## src/rtl/indexed_deque_engine_defines.svh

```systemverilog
// Assertion macros shared by the indexed deque engine RTL.
// Depends on nothing; included by the files that carry assertions.
`ifndef INDEXED_DEQUE_ENGINE_DEFINES_SVH
`define INDEXED_DEQUE_ENGINE_DEFINES_SVH
`ifndef ASSERT_OFF
// Same-cycle implication, sampled on the rising clock edge outside reset.
`define ASSERT_IMPLY(label, clk, rst, ante, cons) \
  label: assert property (@(posedge clk) disable iff (rst) (ante) |-> (cons)) \
    else $error("assertion failed");
// Next-cycle implication, sampled on the rising clock edge outside reset.
`define ASSERT_NEXT(label, clk, rst, ante, cons) \
  label: assert property (@(posedge clk) disable iff (rst) (ante) |=> (cons)) \
    else $error("assertion failed");
`else
`define ASSERT_IMPLY(label, clk, rst, ante, cons)
`define ASSERT_NEXT(label, clk, rst, ante, cons)
`endif
`endif

```

## src/rtl/ide_pkg.sv

```systemverilog
// Package for the indexed deque engine: request and result types,
// operation and status codes, cell command codes. Depends on nothing.
`default_nettype none

package ide_pkg;

  localparam int CAPACITY_DEF   = 64;
  localparam int DATA_WIDTH_DEF = 64;

  localparam int OP_W     = 4;
  localparam int POS_W    = 7;
  localparam int POS2_W   = 6;
  localparam int VALUE_W  = 64;
  localparam int STATUS_W = 2;
  localparam int COUNT_W  = 7;

  localparam logic [OP_W-1:0] OP_PUSH_FRONT = 4'd0;
  localparam logic [OP_W-1:0] OP_PUSH_BACK  = 4'd1;
  localparam logic [OP_W-1:0] OP_POP_FRONT  = 4'd2;
  localparam logic [OP_W-1:0] OP_POP_BACK   = 4'd3;
  localparam logic [OP_W-1:0] OP_INSERT     = 4'd4;
  localparam logic [OP_W-1:0] OP_REMOVE     = 4'd5;
  localparam logic [OP_W-1:0] OP_READ       = 4'd6;
  localparam logic [OP_W-1:0] OP_WRITE      = 4'd7;
  localparam logic [OP_W-1:0] OP_SWAP       = 4'd8;

  localparam logic [STATUS_W-1:0] ST_OK    = 2'd0;
  localparam logic [STATUS_W-1:0] ST_RANGE = 2'd1;
  localparam logic [STATUS_W-1:0] ST_EMPTY = 2'd2;
  localparam logic [STATUS_W-1:0] ST_FULL  = 2'd3;

  typedef struct packed {
    logic [OP_W-1:0]    operation;
    logic [POS_W-1:0]   position;
    logic [POS2_W-1:0]  second_position;
    logic [VALUE_W-1:0] value;
  } req_t;

  typedef struct packed {
    logic [STATUS_W-1:0] status;
    logic [VALUE_W-1:0]  read_value;
    logic [COUNT_W-1:0]  element_count;
  } rsp_t;

  // Command broadcast to every cell of the chain at once.
  typedef enum logic [2:0] {
    CELL_NOP,
    CELL_INSERT,
    CELL_REMOVE,
    CELL_WRITE,
    CELL_LOAD,
    CELL_SHIFT
  } cell_op_t;

endpackage

`default_nettype wire

```

## src/rtl/ide_cell.sv

```systemverilog
// One storage cell of the deque chain: an element register and a read bus stage.
// Depends on ide_pkg for the cell command codes.
`default_nettype none

module ide_cell import ide_pkg::*; #(
  parameter int DATA_WIDTH = DATA_WIDTH_DEF,
  parameter int IDX_W      = 6,
  parameter int INDEX      = 0
) (
  input  wire logic                  clk,
  input  wire cell_op_t              cmd,
  input  wire logic [IDX_W-1:0]      pos,
  input  wire logic [DATA_WIDTH-1:0] wdata,
  input  wire logic [DATA_WIDTH-1:0] left_data,
  input  wire logic [DATA_WIDTH-1:0] right_data,
  input  wire logic [DATA_WIDTH-1:0] bus_in,
  output logic      [DATA_WIDTH-1:0] data,
  output logic      [DATA_WIDTH-1:0] bus_out
);

  logic at_pos;
  logic above_pos;

  assign at_pos    = (IDX_W'(INDEX) == pos);
  assign above_pos = (IDX_W'(INDEX) > pos);

  always_ff @(posedge clk) begin
    unique case (cmd)
      CELL_NOP: ;
      CELL_INSERT: begin
        // Cells behind the gap take their left neighbor; the gap takes the new value.
        if (above_pos) data <= left_data;
        else if (at_pos) data <= wdata;
      end
      CELL_REMOVE: begin
        if (above_pos || at_pos) data <= right_data;
      end
      CELL_WRITE: begin
        if (at_pos) data <= wdata;
      end
      CELL_LOAD: begin
        bus_out <= at_pos ? data : '0;
      end
      CELL_SHIFT: begin
        // The read bus moves one cell toward the front each cycle.
        bus_out <= bus_in;
      end
      default: ;
    endcase
  end

endmodule

`default_nettype wire

```

## config.mk

```make
export PLATFORM = sky130hd
export DESIGN_NAME = ide_cell
export DESIGN_NICKNAME = d
export VERILOG_FILES = /design/src/rtl/indexed_deque_engine_defines.svh /design/src/rtl/ide_pkg.sv /design/src/rtl/ide_cell.sv
export SDC_FILE = /design/constraint.sdc
export NUM_CORES = 1
export LEC_CHECK = 0
export BUFFER_PORTS_ARGS = -buffer_cell sky130_fd_sc_hd__buf_2
export CAP_MARGIN = 20
export CELL_PAD_IN_SITES_DETAIL_PLACEMENT = 1
export CELL_PAD_IN_SITES_GLOBAL_PLACEMENT = 1
export CORE_AREA = 3 3 154 156
export CTS_BUF_LIST = sky130_fd_sc_hd__clkbuf_4
export DETAILED_ROUTE_END_ITERATION = 10
export DIE_AREA = 0 0 157 159
export GPL_TIMING_DRIVEN = 0
export PLACE_DENSITY = 0.86
export REMOVE_ABC_BUFFERS = 1
export SLEW_MARGIN = 20
export SYNTH_ARGS = -nofsm -noshare
export SYNTH_HDL_FRONTEND = slang
export SYNTH_SLANG_ARGS = --single-unit
```

## constraint.sdc

```tcl
create_clock -name clk -period 11.6 [get_ports clk]
set_input_delay 0.58 -clock clk [delete_from_list [all_inputs] [get_ports clk]]
set_output_delay 0.58 -clock clk [all_outputs]
set_load 0.02 [all_outputs]
```

After elaboration in Yosys (flattened, before gate mapping)
Index checks and enable logic that the tools add are counted.
{"block": "word_totals", "regBits": 128, "latchBits": 0, "mem_bits_rw": 0, "rom_bits": 0, "inputBits": 266, "output_inout_bits": 128, "elab_cells": 20, "mem_count": 0}
{"block": "op_classes", "n_addsub": 0, "multipliers": 0, "div": 0, "magnitude_cmp": 1, "eq_ne": 6, "shifts": 0, "mux": 6, "n_bitwise": 0, "n_reduce_logical": 5}
{"cell": "$mux W64", "n": 4}
{"cell": "$pmux W64 S3", "n": 1}
{"cell": "$pmux W64 S2", "n": 1}
{"cell": "$eq A3 B2 Y1 const B", "n": 2}
{"cell": "$eq A3 B3 Y1 const B", "n": 2}
{"cell": "$gt A1 B6 Y1 const A", "n": 1}
{"cell": "$logic_not A6 Y1", "n": 1}
{"cell": "$eq A3 B1 Y1 const B", "n": 1}
{"cell": "$reduce_bool A3 Y1", "n": 1}
{"cell": "$ne A2 B2 Y1 const B", "n": 1}
{"cell": "$reduce_and A2 Y1", "n": 1}
{"cell": "$reduce_bool A2 Y1", "n": 1}
{"cell": "$logic_or A1 B1 Y1", "n": 1}

Longest topological paths before layout
{"block": "depth", "word_depth": 4, "depth_mapped": 5, "depth_no_buf": 3}

Least setup slack after synthesis
No wires, ideal clock.
{"block": "synth_timing", "kind": "input port to flip-flop", "startpoint": "in pos[5]", "endpoint": "reg data[0] (enable)", "setup_time_ns": 0.486, "arrival_ns": 4.053, "required_time_ns": 11.114, "slack_ns": 7.061, "path_stages": 5, "path_buffers": 2, "cell_sequence": "nor4_2 -> buf_2 -> buf_4 -> a31oi_1 -> nor2_1"}
{"block": "synth_between", "elab_chain_cells": 4, "word_cells_on_any_way": 5, "cone_classes": "order compare: 1; eq/ne: 1; reduce/logical: 3"}
{"item": "start: declaration", "line": "ide_cell.sv:12", "rtl": "input wire logic [IDX_W-1:0] pos,"}
{"item": "$gt A1 B6 Y1 / $logic_not A6 Y1 (equally long branches)", "line": "ide_cell.sv:25, ide_cell.sv:24"}
{"item": "$logic_or A1 B1 Y1 *", "line": "ide_cell.sv:36", "rtl": "if (above_pos || at_pos) data <= right_data;"}
{"item": "$ne A2 B2 Y1 (no line) *"}
{"item": "$reduce_and A2 Y1 (no line) *"}
{"item": "end signal: assignment", "line": "ide_cell.sv:32", "rtl": "if (above_pos) data <= left_data;"}
{"item": "end signal: assignment", "line": "ide_cell.sv:36"}
{"item": "end signal: assignment", "line": "ide_cell.sv:39", "rtl": "if (at_pos) data <= wdata;"}
{"item": "end: declaration", "line": "ide_cell.sv:17", "rtl": "output logic [DATA_WIDTH-1:0] data,"}
Mark *: on every way between the ends. The rest lies on a longest branch, timed or not.
A chain may end at the register's enable or synchronous reset.

Final worst setup path
{"block": "layout_timing", "startpoint": "in pos[5]", "endpoint": "reg data[24] (enable)"}
The elaborated chain is that of the path after synthesis.

==> out/results.ini <==
[drt]
drtIter0Drc = 412
totalWireLength_um = 25500
antenna_left = 0
viasPerCell = 5.16
dr.pass1.iters = 7
wl_per_cell_um = 20.2
drc = 0
vias = 6507

[floorplan]
num_io_pins = 394
core_area_um2 = 22500
rows = 55
die_h_um = 159
fp.dieW_um = 157
start_util_pct = 28.1
die-area_um2 = 25000

[cts]
clk_path_buf_depth = 2
cts_sinks = 128
cts_tree = yes
clk_pin_slew_ps = 150
hold_buffers = 0
post_cts_buffers = 0
clock_latency_ps = 530
cts_root_buf = clkbuf_4
cts_max_level = 4
numCtsBuffers = 17
cts_resized = 0

[synth]
async_flop_share_pct = 0
synth_area_leaders = edfxtp_1 61%, nand2_1 7.7%, a31oi_1 6.4%
synth_edf_count = 128
ys_seq_elements = 128
syn_avg_cell_area_um2 = 9.73
synth_common_cells = 129 x nand2_1, 128 x edfxtp_1, 68 x o21ai_0
synth_seq_area_share_pct = 60.8
synth_ff_type = edfxtp_1
synth_area_leader_cell = edfxtp_1
yosys.cell_types.count = 20
synth_top_area_share_pct = 60.8
synth_most_common_cell = nand2_1
netlist_area_um2 = 6320
synthCells = 650
yosysWarnings = 0

[power]
p_switching_mw = 0.308
clockPowerShare_pct = 32.2
swShare_pct = 29.7
max-vdd-ir-drop_uv = 45.4
p_per_area_nw_per_um2 = 119
p_int_mw = 0.728
pwr-share-comb_pct = 15.5
p_leak_nw = 3.69
p_seq_share_pct = 52.3

[grt]
grt_pass1_wl_um = 38700
grt_pass1_vias = 6732
grt_max_degree = 65
grt_usage_pct = 19.8
gr-total-overflow = 0
grt_antenna_before_repair = 3

[setup_path]
reg2reg_to = bus_out[12]$_DFFE_PP_
worstPathRequired_ps = 11820
crit_start = pos[5]
cp_max_fo = 25
critPathMostFrequentCell = buf_4
r2r_cells = 2
crit_path_end_kind = flip-flop
critPathArrivalTime_ps = 3030
ff2ff_setup_slack_ps = 10640
cpPeakStageDelay_ps = 590
path_cells = buf_2 -> nor4_4 -> buf_6 -> buf_4 -> buf_4 -> a31oi_1 -> nor2_4 -> buf_12
worstSetupPathType = primary input to flip-flop
crit_end = data[24]$_DFFE_PP_
start_kind = primary input
cpMaxStageDelayCell = nor4_4
reg2reg_from = data[12]$_DFFE_PP_

[place]
dpl.hpwl_um = 18700
numPortBuffers = 329
gp_congestion = 0.811
dp.cells = 1227

[status]
status = completed

[timing]
hold_viol_final = 0
tightest_slew_ps = 715
slew_headroom_pct = 52.4
setup_viol = 0
grt_setup_unrepaired = no
period_share_pct = 24.2
finClkSkew_ps = 23.3
period_minus_slack_ps = 2810
fin_tns_setup_ps = 0
fmax_ghz = 0.356
drv_slew = 0

[cells_and_area]
syn2layout_area_growth_pct = 37.7
filler_cell_count = 2695
fin_cells = 1262
drive_gt1_share_pct = 40.7
fin_nets = 1227

[flow_run]
drv_cap = 0

[worst_hold_path]
hold_class = primary input to flip-flop

registers in the layout, summed over array words and instances, names as in the netlist:
signal,flops
bus_out,64
data,64
worst min path at each step:
| stage | from | to | slack, ps | depth (start not counted) |
|---|---|---|---|---|
| floorplan | data[12]$_DFFE_PP_ | bus_out[12]$_DFFE_PP_ | 740 | 2 |
| global placement | data[6]$_DFFE_PP_ | bus_out[6]$_DFFE_PP_ | 620 | 2 |
| detailed placement | data[50]$_DFFE_PP_ | bus_out[50]$_DFFE_PP_ | 630 | 2 |
| CTS | bus_in[25] | bus_out[25]$_DFFE_PP_ | 230 | 3 |
| global route | bus_in[44] | bus_out[44]$_DFFE_PP_ | 230 | 3 |
| finish | bus_in[13] | bus_out[13]$_DFFE_PP_ | 310 | 3 |
per-layer routing:
layer | vias to the layer above | global-route usage [%] | part of all wire, %
met1 | 3165 | 24.0 | 41
met2 | 289 | 33.2 | 49
li1 | 3001 | - | -
met3 | 52 | 4.97 | 6.4
met5 | - | 0 | 0
met4 | 0 | 8.60 | 3.5
layout make-up:
cell class | count | area (um^2) | share of cell area (%)
multi-input combinational | 460 | 2220 | 25.5
timing repair buffer | 354 | 1990 | 22.8
tap | 285 | 357 | 4.09
clock buffer | 18 | 135 | 1.55
sequential | 128 | 3840 | 44.1
antenna | 3 | 7.51 | 0.0862
clock inverter | 14 | 155 | 1.78
logic make-up (layout without fill, tap and decap cells):
logic type / after synthesis / in the layout / synth area share [%]
AO/OA/AOI/OAI: 257 / 257 / 21.6
buffers and inverters: 62 / 386 / 4.97
flip-flops: 128 / 128 / 60.8
other: 0 / 3 / 0
AND/OR/NAND/NOR: 203 / 203 / 12.6
power by group through the flow:
stage	registers (mW)	logic (mW)	clock network [mW]
floorplan	0.575	0.0510	0
global placement	0.555	0.147	0
detailed placement	0.552	0.161	0
CTS	0.542	0.162	0.349
global route	0.544	0.175	0.369
finish	0.542	0.161	0.333
critical path, delay by kind of cell:
family	cells	cell delay (ps)
and+or+nand+nor	2	1110
AOI/OAI and AO/OA	1	160
buffers and inverters	5	1120
stage by stage:
stage | util [%] | setup slack (ps) | area, um^2 | hold slack (ps) | power, mW
4_1_cts | 38.7 | 8890 | 8700 | 227 | 1.05
3_3_place_gp | 35.6 | 775 | 8010 | 618 | 0.702
5_1_grt | 38.7 | 8760 | 8710 | 228 | 1.09
6_report | 38.7 | 8790 | 8710 | 308 | 1.04
2_1_floorplan | - | 4690 | 6010 | 744 | 0.626
3_5_place_dp | 37.4 | 8280 | 8410 | 632 | 0.714
placed cells by master, fill, tap and decap left out, drive strengths merged:
master / Yosys / routed
buf: 24 / 354
or3b: 1 / 1
nor3b: 1 / 1
clkinv: 0 / 5
nand2: 129 / 129
or4: 1 / 1
and3b: 1 / 1
clkinvlp: 0 / 2
nor2b: 1 / 1
diode: 0 / 3
o21ai: 128 / 128
or2: 1 / 1
nand3b: 1 / 1
edfxtp: 128 / 128
a21oi: 64 / 64
clkbuf: 38 / 18
inv: 0 / 5
nor2: 66 / 66
nor4: 1 / 1
a31oi: 65 / 65
bufinv: 0 / 2
Note: power is estimated with default switching activity, not from simulation.
